### config.mk
export PLATFORM = sky130hd
export DESIGN_NAME = framed_message_deframer_xor_check_flat
export DESIGN_NICKNAME = d
export VERILOG_FILES = /design/src/hdl/fdx_pkg.sv /design/src/hdl/fdx_channels.sv /design/src/hdl/framed_message_deframer_xor_check.sv /design/src/flat_wrapper.sv
export SDC_FILE = /design/constraint.sdc
export NUM_CORES = 1
export LEC_CHECK = 0
export BUFFER_PORTS_ARGS = -buffer_cell sky130_fd_sc_hd__buf_2
export CAP_MARGIN = 10
export CORE_ASPECT_RATIO = 0.9
export CORE_MARGIN = 5
export CORE_UTILIZATION = 30
export DETAILED_ROUTE_END_ITERATION = 6
export GPL_TIMING_DRIVEN = 0
export PLACE_DENSITY_LB_ADDON = 0.12
export SYNTH_ARGS = -nofsm -noshare
export SYNTH_HDL_FRONTEND = slang
export SYNTH_SLANG_ARGS = --single-unit
### constraint.sdc
create_clock -name clock -period 11.03 [get_ports clock]
set_input_delay 0 -clock clock [delete_from_list [all_inputs] [get_ports clock]]
set_output_delay 0 -clock clock [all_outputs]
set_load 0.01 [all_outputs]
### src/hdl/fdx_pkg.sv
// Shared constants for the framed message deframer.
package fdx_pkg;

   localparam int BYTE_W = 8;
   localparam int POS_W  = 6;
   localparam int CNT_W  = 32;

   localparam logic [BYTE_W-1:0] CH_START = 8'h25;
   localparam logic [BYTE_W-1:0] CH_AMP   = 8'h26;
   localparam logic [BYTE_W-1:0] CH_CARET = 8'h5E;

   // length byte to stored byte count offset, counted up to and including the caret
   localparam logic [8:0] LEN_OFFSET = 9'd5;

   localparam logic EVT_BYTE     = 1'b0;
   localparam logic EVT_CSUM_ERR = 1'b1;

   typedef logic [BYTE_W-1:0] byte_type;
   typedef logic [CNT_W-1:0]  count_type;

endpackage

### src/hdl/fdx_channels.sv
// Request and response channel interfaces of the deframer.
interface fdx_req_if import fdx_pkg::*; ();
   logic     valid;
   logic     ready;
   byte_type rx_byte;
   logic     sensor_mode;

   modport source (output valid, output rx_byte, output sensor_mode, input ready);
   modport sink (input valid, input rx_byte, input sensor_mode, output ready);
   modport monitor (input valid, input rx_byte, input sensor_mode, input ready);
endinterface

interface fdx_rsp_if import fdx_pkg::*; ();
   logic             valid;
   logic             ready;
   logic             event_res;
   byte_type         frame_byte;
   logic [POS_W-1:0] byte_position;
   logic             last;
   byte_type         message_id;
   logic             update_actuator;
   count_type        received_count;
   count_type        failed_count;

   modport source (output valid, output event_res, output frame_byte,
                   output byte_position, output last, output message_id,
                   output update_actuator, output received_count,
                   output failed_count, input ready);
   modport sink (input valid, input event_res, input frame_byte,
                 input byte_position, input last, input message_id,
                 input update_actuator, input received_count,
                 input failed_count, output ready);
   modport monitor (input valid, input event_res, input frame_byte,
                    input byte_position, input last, input message_id,
                    input update_actuator, input received_count,
                    input failed_count, input ready);
endinterface

### src/hdl/framed_message_deframer_xor_check.sv
// Framed message deframer with XOR checksum, frame memory and readout sequencer.
//
// Bytes are taken one per cycle while a frame is parsed; each is written to the
// frame memory, and those from the id to the closing pair are folded into a running
// XOR. The checksum byte of a frame waits for a free response register. After a good
// frame the input holds while the checksummed span (N bytes, id first) is read back
// from the single read port of the frame memory; a response stall holds the readout.
// A mismatch gives one error transaction. No clearing pass after reset.
module framed_message_deframer_xor_check
   import fdx_pkg::*;
#(
   parameter int BUFFER_DEPTH = 64
) (
   input  logic     clock,
   input  logic     reset,
   fdx_req_if.sink   req_chan,
   fdx_rsp_if.source rsp_chan
);

   localparam int AW = $clog2(BUFFER_DEPTH);

   localparam logic [2:0] PH_IDLE    = 3'd0;
   localparam logic [2:0] PH_AMP     = 3'd1;
   localparam logic [2:0] PH_COLLECT = 3'd2;
   localparam logic [2:0] PH_TAIL    = 3'd3;
   localparam logic [2:0] PH_CHECK   = 3'd4;

   byte_type frame_mem [BUFFER_DEPTH];

   logic [2:0]    phase_ff, phase_in;
   logic [AW-1:0] wp_ff, wp_in;
   byte_type      len_ff, len_in;
   byte_type      id_ff, id_in;
   byte_type      xor_ff, xor_in;
   byte_type      prev1_ff, prev1_in;
   byte_type      prev2_ff, prev2_in;
   count_type     good_ff, good_in;
   count_type     bad_ff, bad_in;
   logic          latch_ff, latch_in;
   logic          upd_ff, upd_in;

   logic          read_active_ff, read_active_in;
   logic          issue_done_ff, issue_done_in;
   logic [AW-1:0] rd_addr_ff, rd_addr_in;
   logic [AW-1:0] last_pos_ff, last_pos_in;
   logic          rd_valid_ff, rd_valid_in;
   logic [AW-1:0] q_pos_ff;
   logic          q_last_ff;
   byte_type      mem_q_ff;

   logic             rsp_valid_ff, rsp_valid_in;
   logic             rsp_event_ff;
   byte_type         rsp_byte_ff;
   logic [POS_W-1:0] rsp_pos_ff;
   logic             rsp_last_ff;
   byte_type         rsp_id_ff;
   logic             rsp_upd_ff;
   count_type        rsp_good_ff;
   count_type        rsp_bad_ff;

   logic          req_fire;
   logic          rsp_free;
   logic          issue;
   logic          load_q;
   logic          err_load;
   logic          rd_is_last;
   logic [AW-1:0] wp_inc;
   byte_type      c;
   byte_type      len_eff;
   byte_type      csum;
   logic          len_match;

   assign c        = req_chan.rx_byte;
   assign rsp_free = !rsp_valid_ff || rsp_chan.ready;
   assign req_chan.ready = !read_active_ff && ((phase_ff != PH_CHECK) || rsp_free);
   assign req_fire = req_chan.valid && req_chan.ready;

   assign wp_inc    = wp_ff + AW'(1);
   assign len_eff   = (wp_ff == AW'(3)) ? c : len_ff;
   assign len_match = (wp_inc > AW'(3)) && (9'(wp_inc) == (9'(len_eff) + LEN_OFFSET));
   assign csum      = xor_ff ^ prev1_ff ^ prev2_ff;

   assign rd_is_last = (rd_addr_ff == last_pos_ff);
   assign load_q     = rd_valid_ff && rsp_free;
   assign issue      = read_active_ff && !issue_done_ff && (!rd_valid_ff || load_q);
   assign err_load   = req_fire && (phase_ff == PH_CHECK) && (csum != c);

   always_comb begin
      phase_in       = phase_ff;
      wp_in          = wp_ff;
      len_in         = len_ff;
      id_in          = id_ff;
      xor_in         = xor_ff;
      prev1_in       = prev1_ff;
      prev2_in       = prev2_ff;
      good_in        = good_ff;
      bad_in         = bad_ff;
      latch_in       = latch_ff;
      upd_in         = upd_ff;
      read_active_in = read_active_ff;
      issue_done_in  = issue_done_ff;
      rd_addr_in     = rd_addr_ff;
      last_pos_in    = last_pos_ff;

      if (req_fire) begin
         case (phase_ff)
            PH_AMP: begin
               if (c == CH_AMP) begin
                  wp_in    = wp_inc;
                  phase_in = PH_COLLECT;
                  xor_in   = '0;
               end else if (c != CH_START) begin
                  wp_in    = '0;
                  phase_in = PH_IDLE;
                  if (!latch_ff) begin
                     bad_in   = bad_ff + CNT_W'(1);
                     latch_in = 1'b1;
                  end
               end
            end
            PH_COLLECT: begin
               wp_in    = wp_inc;
               xor_in   = xor_ff ^ c;
               prev1_in = c;
               prev2_in = prev1_ff;
               if (wp_ff == AW'(2)) begin
                  id_in = c;
               end
               if (wp_ff == AW'(3)) begin
                  len_in = c;
               end
               if (len_match) begin
                  if (c == CH_CARET) begin
                     phase_in = PH_TAIL;
                  end else begin
                     wp_in    = '0;
                     phase_in = PH_IDLE;
                     bad_in   = bad_ff + CNT_W'(1);
                     latch_in = 1'b1;
                  end
               end else if (wp_inc == AW'(BUFFER_DEPTH - 3)) begin
                  wp_in    = '0;
                  phase_in = PH_IDLE;
                  bad_in   = bad_ff + CNT_W'(1);
                  latch_in = 1'b1;
               end
            end
            PH_TAIL: begin
               wp_in    = wp_inc;
               xor_in   = xor_ff ^ c;
               prev1_in = c;
               prev2_in = prev1_ff;
               if (c == CH_AMP) begin
                  phase_in = PH_CHECK;
               end else if (wp_inc == AW'(BUFFER_DEPTH - 2)) begin
                  wp_in    = '0;
                  phase_in = PH_IDLE;
               end
            end
            PH_CHECK: begin
               wp_in    = '0;
               phase_in = PH_IDLE;
               if (csum == c) begin
                  good_in        = good_ff + CNT_W'(1);
                  latch_in       = 1'b0;
                  upd_in         = (id_ff == 8'd1) && !req_chan.sensor_mode;
                  read_active_in = 1'b1;
                  issue_done_in  = 1'b0;
                  rd_addr_in     = AW'(2);
                  last_pos_in    = wp_ff - AW'(3);
               end else begin
                  bad_in   = bad_ff + CNT_W'(1);
                  latch_in = 1'b1;
               end
            end
            default: begin
               if (c == CH_START) begin
                  wp_in    = AW'(1);
                  phase_in = PH_AMP;
               end else begin
                  wp_in    = '0;
                  phase_in = PH_IDLE;
                  if (!latch_ff) begin
                     bad_in   = bad_ff + CNT_W'(1);
                     latch_in = 1'b1;
                  end
               end
            end
         endcase
      end

      // advance the readout
      if (issue) begin
         rd_addr_in = rd_addr_ff + AW'(1);
         if (rd_is_last) begin
            issue_done_in = 1'b1;
         end
      end
      if (load_q && q_last_ff) begin
         read_active_in = 1'b0;
      end
   end

   always_comb begin
      rsp_valid_in = rsp_valid_ff;
      if (load_q || err_load) begin
         rsp_valid_in = 1'b1;
      end else if (rsp_chan.ready) begin
         rsp_valid_in = 1'b0;
      end
      rd_valid_in = rd_valid_ff;
      if (issue) begin
         rd_valid_in = 1'b1;
      end else if (load_q) begin
         rd_valid_in = 1'b0;
      end
   end

   always_ff @(posedge clock) begin
      if (req_fire) begin
         frame_mem[wp_ff] <= c;
      end
   end

   always_ff @(posedge clock) begin
      if (issue) begin
         mem_q_ff  <= frame_mem[rd_addr_ff];
         q_pos_ff  <= rd_addr_ff;
         q_last_ff <= rd_is_last;
      end
   end

   always_ff @(posedge clock) begin
      if (reset) begin
         phase_ff       <= PH_IDLE;
         wp_ff          <= '0;
         good_ff        <= '0;
         bad_ff         <= '0;
         latch_ff       <= 1'b0;
         read_active_ff <= 1'b0;
         issue_done_ff  <= 1'b0;
         rd_valid_ff    <= 1'b0;
         rsp_valid_ff   <= 1'b0;
      end else begin
         phase_ff       <= phase_in;
         wp_ff          <= wp_in;
         good_ff        <= good_in;
         bad_ff         <= bad_in;
         latch_ff       <= latch_in;
         read_active_ff <= read_active_in;
         issue_done_ff  <= issue_done_in;
         rd_valid_ff    <= rd_valid_in;
         rsp_valid_ff   <= rsp_valid_in;
      end
   end

   always_ff @(posedge clock) begin
      len_ff      <= len_in;
      id_ff       <= id_in;
      xor_ff      <= xor_in;
      prev1_ff    <= prev1_in;
      prev2_ff    <= prev2_in;
      upd_ff      <= upd_in;
      rd_addr_ff  <= rd_addr_in;
      last_pos_ff <= last_pos_in;
   end

   always_ff @(posedge clock) begin
      if (load_q) begin
         rsp_event_ff <= EVT_BYTE;
         rsp_byte_ff  <= mem_q_ff;
         rsp_pos_ff   <= POS_W'(q_pos_ff);
         rsp_last_ff  <= q_last_ff;
         rsp_id_ff    <= id_ff;
         rsp_upd_ff   <= upd_ff;
         rsp_good_ff  <= good_ff;
         rsp_bad_ff   <= bad_ff;
      end else if (err_load) begin
         rsp_event_ff <= EVT_CSUM_ERR;
         rsp_byte_ff  <= '0;
         rsp_pos_ff   <= '0;
         rsp_last_ff  <= 1'b1;
         rsp_id_ff    <= id_ff;
         rsp_upd_ff   <= 1'b0;
         rsp_good_ff  <= good_in;
         rsp_bad_ff   <= bad_in;
      end
   end

   assign rsp_chan.valid           = rsp_valid_ff;
   assign rsp_chan.event_res       = rsp_event_ff;
   assign rsp_chan.frame_byte      = rsp_byte_ff;
   assign rsp_chan.byte_position   = rsp_pos_ff;
   assign rsp_chan.last            = rsp_last_ff;
   assign rsp_chan.message_id      = rsp_id_ff;
   assign rsp_chan.update_actuator = rsp_upd_ff;
   assign rsp_chan.received_count  = rsp_good_ff;
   assign rsp_chan.failed_count    = rsp_bad_ff;

endmodule

### src/flat_wrapper.sv
// flat-port wrapper written by rule: the top's interface ports become plain ports
module framed_message_deframer_xor_check_flat import fdx_pkg::*;
#(
   parameter int BUFFER_DEPTH = 64
)
  (clock, reset, req_chan_valid, req_chan_rx_byte, req_chan_sensor_mode, req_chan_ready, rsp_chan_valid, rsp_chan_event_res, rsp_chan_frame_byte, rsp_chan_byte_position, rsp_chan_last, rsp_chan_message_id, rsp_chan_update_actuator, rsp_chan_received_count, rsp_chan_failed_count, rsp_chan_ready);
  fdx_req_if req_chan_i ();
  fdx_rsp_if rsp_chan_i ();
  input  logic clock;
  input  logic reset;
  input wire logic [$bits(req_chan_i.valid)-1:0] req_chan_valid;
  input wire logic [$bits(req_chan_i.rx_byte)-1:0] req_chan_rx_byte;
  input wire logic [$bits(req_chan_i.sensor_mode)-1:0] req_chan_sensor_mode;
  output wire logic [$bits(req_chan_i.ready)-1:0] req_chan_ready;
  output wire logic [$bits(rsp_chan_i.valid)-1:0] rsp_chan_valid;
  output wire logic [$bits(rsp_chan_i.event_res)-1:0] rsp_chan_event_res;
  output wire logic [$bits(rsp_chan_i.frame_byte)-1:0] rsp_chan_frame_byte;
  output wire logic [$bits(rsp_chan_i.byte_position)-1:0] rsp_chan_byte_position;
  output wire logic [$bits(rsp_chan_i.last)-1:0] rsp_chan_last;
  output wire logic [$bits(rsp_chan_i.message_id)-1:0] rsp_chan_message_id;
  output wire logic [$bits(rsp_chan_i.update_actuator)-1:0] rsp_chan_update_actuator;
  output wire logic [$bits(rsp_chan_i.received_count)-1:0] rsp_chan_received_count;
  output wire logic [$bits(rsp_chan_i.failed_count)-1:0] rsp_chan_failed_count;
  input wire logic [$bits(rsp_chan_i.ready)-1:0] rsp_chan_ready;
  assign req_chan_i.valid = req_chan_valid;
  assign req_chan_i.rx_byte = req_chan_rx_byte;
  assign req_chan_i.sensor_mode = req_chan_sensor_mode;
  assign req_chan_ready = req_chan_i.ready;
  assign rsp_chan_valid = rsp_chan_i.valid;
  assign rsp_chan_event_res = rsp_chan_i.event_res;
  assign rsp_chan_frame_byte = rsp_chan_i.frame_byte;
  assign rsp_chan_byte_position = rsp_chan_i.byte_position;
  assign rsp_chan_last = rsp_chan_i.last;
  assign rsp_chan_message_id = rsp_chan_i.message_id;
  assign rsp_chan_update_actuator = rsp_chan_i.update_actuator;
  assign rsp_chan_received_count = rsp_chan_i.received_count;
  assign rsp_chan_failed_count = rsp_chan_i.failed_count;
  assign rsp_chan_i.ready = rsp_chan_ready;
  framed_message_deframer_xor_check #(.BUFFER_DEPTH(BUFFER_DEPTH)) u_core (.clock(clock), .reset(reset), .req_chan(req_chan_i), .rsp_chan(rsp_chan_i));
endmodule
==> summary.md <==
| Metric | Value |
|---|---|
| Final HPWL from detailed placement | `61.3 mm` |
| DP Area | `about 0.034 mm²` |
| XOR/XNOR Fraction of Synth Area | `0.0326` |
| Clock Latency Late Sink | `approximately 650 ps` |
| EDFF count, synth | `668` |
| H-tree depth | `3` |
| Crit share post-route | `0.498` |
| Status | `finished with violations` |
| WP data arrival | `5740 ps` |
| Complex-gate fraction of the synthesized area | `0.0599` |
| Post-Synth Simple-Gate Area | `0.0857` |
| Initial antenna violation count | `3` |
| Final RePlAce weighted congestion | `between 0.8 and 0.9` |
| DP Worst Slack | `~5600 ps` |
| Met1 usage | `0.227` |
| Largest stage delay, worst path | `a little under 1000 ps` |
| Fmax | `0.182 GHz` |
| Adder-cell share of the synthesized area | `0.00313` |
| Seq/Total Area, Yosys | `0.678` |
| Routed Antenna Nets | `0` |
| Critical path's slowest cell | `nor2_1` |
| Hold crit path type | `in -> reg` |
| Worst-Margin Slew | `around 1200 ps` |
| Startpoint types | `register` |
| Cells after Synth | `2061` |
| Mapped Nets | `about 2100` |
| FFs w/ async S/R, synth | `0` |
| Final worst slack | `5540 ps` |
| Core ar. | `~0.11 mm²` |
| Clk root buf | `clkbuf_16` |
| Commonest non-fill, non-tap cells in the layout | `edfxtp_1 (668), nor2_1 (191), mux4_2 (168), clkbuf_1 (114), buf_2 (110)` |
| TNS Setup | `0 ps` |
| Clock tree sinks | `747` |
| Setup Viol. Count Final | `0` |
| Die area | `~0.11 mm²` |
| Most Frequent Cell on Critical Path | `clkbuf_1` |
| Yosys warnings | `0` |
| Static Leak | `between 10 and 15 nW` |
| First-pass GRT wire length | `~130 mm` |
| Die extent in y | `approximately 320 µm` |
| CTS buffer count | `83` |
| Met2 GRT Util | `0.242` |
| Fillers | `about 10000` |
| Vias | `19214` |
| Post-layout min period | `approximately 5500 ps` |
| Vias in the first global route | `around 19000` |
| R2R Setup Slk | `about 5500 ps` |
| GR Layer Usage met3 | `0.0350` |
| # diodes | `0` |
| Final Cell Area | `~0.037 mm²` |
| TritonCTS clock tree | `built` |
| Starting density of the core | `0.302` |
| # IOs | `~100` |
| Grt peak-use layer | `met2` |
| Slew Limit Headroom | `0.219` |
| Critical path class | `reg -> reg` |
| GRT Overall Usage | `0.158` |
| Syn Std Cell Area | `~0.032 mm²` |
| Share of layout cells above drive strength 1 | `0.198` |
| Syn avg cell area | `15.5 µm²` |
| GR Overflow Total | `0` |
| Commonest non-fill, non-tap cell in the layout | `edfxtp_1` |
| Endpoint type of the worst setup path | `register` |
| Cell area power density | `around 170 mW/mm²` |
| WHS | `-10.4 ps` |
| Synth-to-layout area growth | `16.7%` |
| Final count of hold timing violations | `12` |
| Main combinational cell family by area after synthesis | `multiplexers` |
| CP Cell Sequence | `nor2_1 > a31oi_1 > and2_1 > clkbuf_1 > clkbuf_1 > clkbuf_1 > nand4b_1 > nor2_1` |
| DRC | `0` |
| Clk pin slew, worst setup/hold paths | `about 60 ps` |
| Num rows | `113` |
| MaxCap Viol Count | `0` |
| Post-CTS resize count | `0` |
| WL per Instance | `24.8 µm` |
| Unrepaired setup endpoints after global routing | `no` |
| Initial DRC count | `1856` |
| Fin nets | `~2300` |
| # port buffers | `~100` |
| Max FO, Critical Path | `10` |
| Pin count of the biggest net entering global routing | `74` |
| DRT Pass-1 Iters | `5` |
| Final wirelength | `just over 90 mm` |
| Via density | `just over 5` |
| Violated checks | `negative hold slack` |
| Seq cells post-synth | `747` |
| Library cells used by synthesis | `between 80 and 90` |
| Fin. max-slew vios | `0` |
| Peak supply drop | `0.118 mV` |
| Mux cell area share after synthesis | `0.121` |
| Clock Skews | `between 30 and 40 ps` |
| WP data required | `~11000 ps` |
| Main synth FF type | `edfxtp_1` |
| Clock Path Buffers | `3` |
| Die Width | `354 µm` |
==> layer usage <==
layer,up-vias,routed length (µm)
li1,8496,-
met1,9920,42300
met2,642,41100
met3,156,5990
met4,0,2540
met5,-,0
==> through the flow <==
stage / total power [mW] / std cells / utilization / hold slack, ps
after CTS: 6.29 / 3709 / 0.353 / 41.3
after floorplan: 3.26 / 2061 / - / 98.9
after detailed placement: 3.36 / 3552 / 0.325 / 406
after global routing: 6.42 / 3711 / 0.353 / 22.3
after global placement: 3.35 / 3544 / 0.324 / 397
final: 6.21 / 3711 / 0.353 / -10.4
==> worst max-delay path, delay by kind of cell (launching register included) <==
| family | cells | cell delay (ps) |
|---|---|---|
| AOI/OAI and AO/OA | 1 | 370 |
| DFF | 1 | 470 |
| buffers and inverters | 3 | 2090 |
| and+or+nand+nor | 4 | 2150 |
==> registers in the layout, indices dropped and copies added (netlist names), 8 cells and up <==
register	flops
u_core.len_ff	8
u_core.rsp_chan.failed_count	32
u_core.rsp_chan.received_count	32
u_core.mem_q_ff	8
u_core.rsp_chan.message_id	8
u_core.frame_mem	512
u_core.bad_ff	32
u_core.good_ff	32
u_core.xor_ff	8
u_core.prev2_ff	8
u_core.rsp_chan.frame_byte	8
u_core.id_ff	8
u_core.prev1_ff	8
==> logic make-up after synthesis <==
family	Yosys count
AOI/OAI and AO/OA	301
xor gates and xnor gates	119
adders and majority gates	8
buffers and inverters	154
DFF	747
muxes	176
and+or+nand+nor	556
==> path summary, 6_finish.rpt <==
| kind | start | to | cells past startpoint |
|---|---|---|---|
| worst max-delay path | u_core.phase_ff[0] | u_core.frame_mem[46][3] | 8 |
| worst min-delay path | req_chan_rx_byte[4] | u_core.frame_mem[41][4] | 1 |
| worst max register to register | u_core.phase_ff[0] | u_core.frame_mem[46][3] | 8 |
| worst min register to register | u_core.id_ff[0] | u_core.rsp_chan.message_id[0] | 0 |
==> Yosys cell counts (3+ instances only) <==
| cell | number | area, µm² |
|---|---|---|
| a211oi_1 | 13 | 97.6 |
| a21o_1 | 7 | 52.6 |
| a21oi_1 | 106 | 531 |
| a22oi_1 | 10 | 75.1 |
| a311oi_1 | 7 | 61.3 |
| a31o_2 | 3 | 26.3 |
| a31oi_1 | 19 | 119 |
| and2_1 | 9 | 56.3 |
| and3_1 | 45 | 282 |
| and4_1 | 6 | 52.6 |
| buf_1 | 21 | 78.8 |
| buf_2 | 10 | 50.1 |
| buf_6 | 4 | 45.0 |
| clkbuf_1 | 97 | 364 |
| dfxtp_1 | 79 | 1580 |
| edfxtp_1 | 668 | 20100 |
| ha_1 | 8 | 100 |
| inv_1 | 19 | 71.3 |
| mux2_2 | 6 | 67.6 |
| mux4_2 | 168 | 3780 |
| nand2_1 | 98 | 368 |
| nand2b_1 | 18 | 113 |
| nand3_1 | 60 | 300 |
| nand3b_1 | 3 | 22.5 |
| nand4_1 | 17 | 106 |
| nor2_1 | 191 | 717 |
| nor2b_1 | 8 | 50.1 |
| nor3_1 | 41 | 205 |
| nor3_2 | 3 | 30.0 |
| nor4_1 | 11 | 68.8 |
| o21ai_0 | 58 | 290 |
| o21ai_1 | 8 | 40.0 |
| o21bai_1 | 4 | 30.0 |
| o22ai_1 | 12 | 75.1 |
| o2bb2ai_1 | 6 | 52.6 |
| o311ai_0 | 3 | 26.3 |
| o31ai_1 | 10 | 75.1 |
| or2_2 | 4 | 25.0 |
| or3_1 | 19 | 119 |
| xnor2_1 | 81 | 709 |
| xor2_1 | 38 | 333 |
==> final cells by class <==
cell class                      count  area, µm²  share of cell area
Buffer                            134        553              0.0148
Clock buffer                      104       2210              0.0592
Clock inverter                     46        622              0.0167
Inverter                           20       75.1             0.00201
Multi-Input combinational cell   1160       9680               0.260
Sequential cell                   747      21600               0.581
Tap cell                         1380       1730              0.0463
Timing Repair Buffer              120        758              0.0203
==> where the power goes <==
group	total, mW	internal, mW	switching [mW]
registers	3.09	3.09	0.00805
logic	0.208	0.0546	0.153
clock network	2.91	1.77	1.14
total	6.21	4.91	1.31
==> what timing repair did <==
item	CTS	global route
setup buffers	0	0
endpoints found under the hold margin	114	0
hold buffers	7	0
No activity file was read; power rests on OpenSTA's default activity.
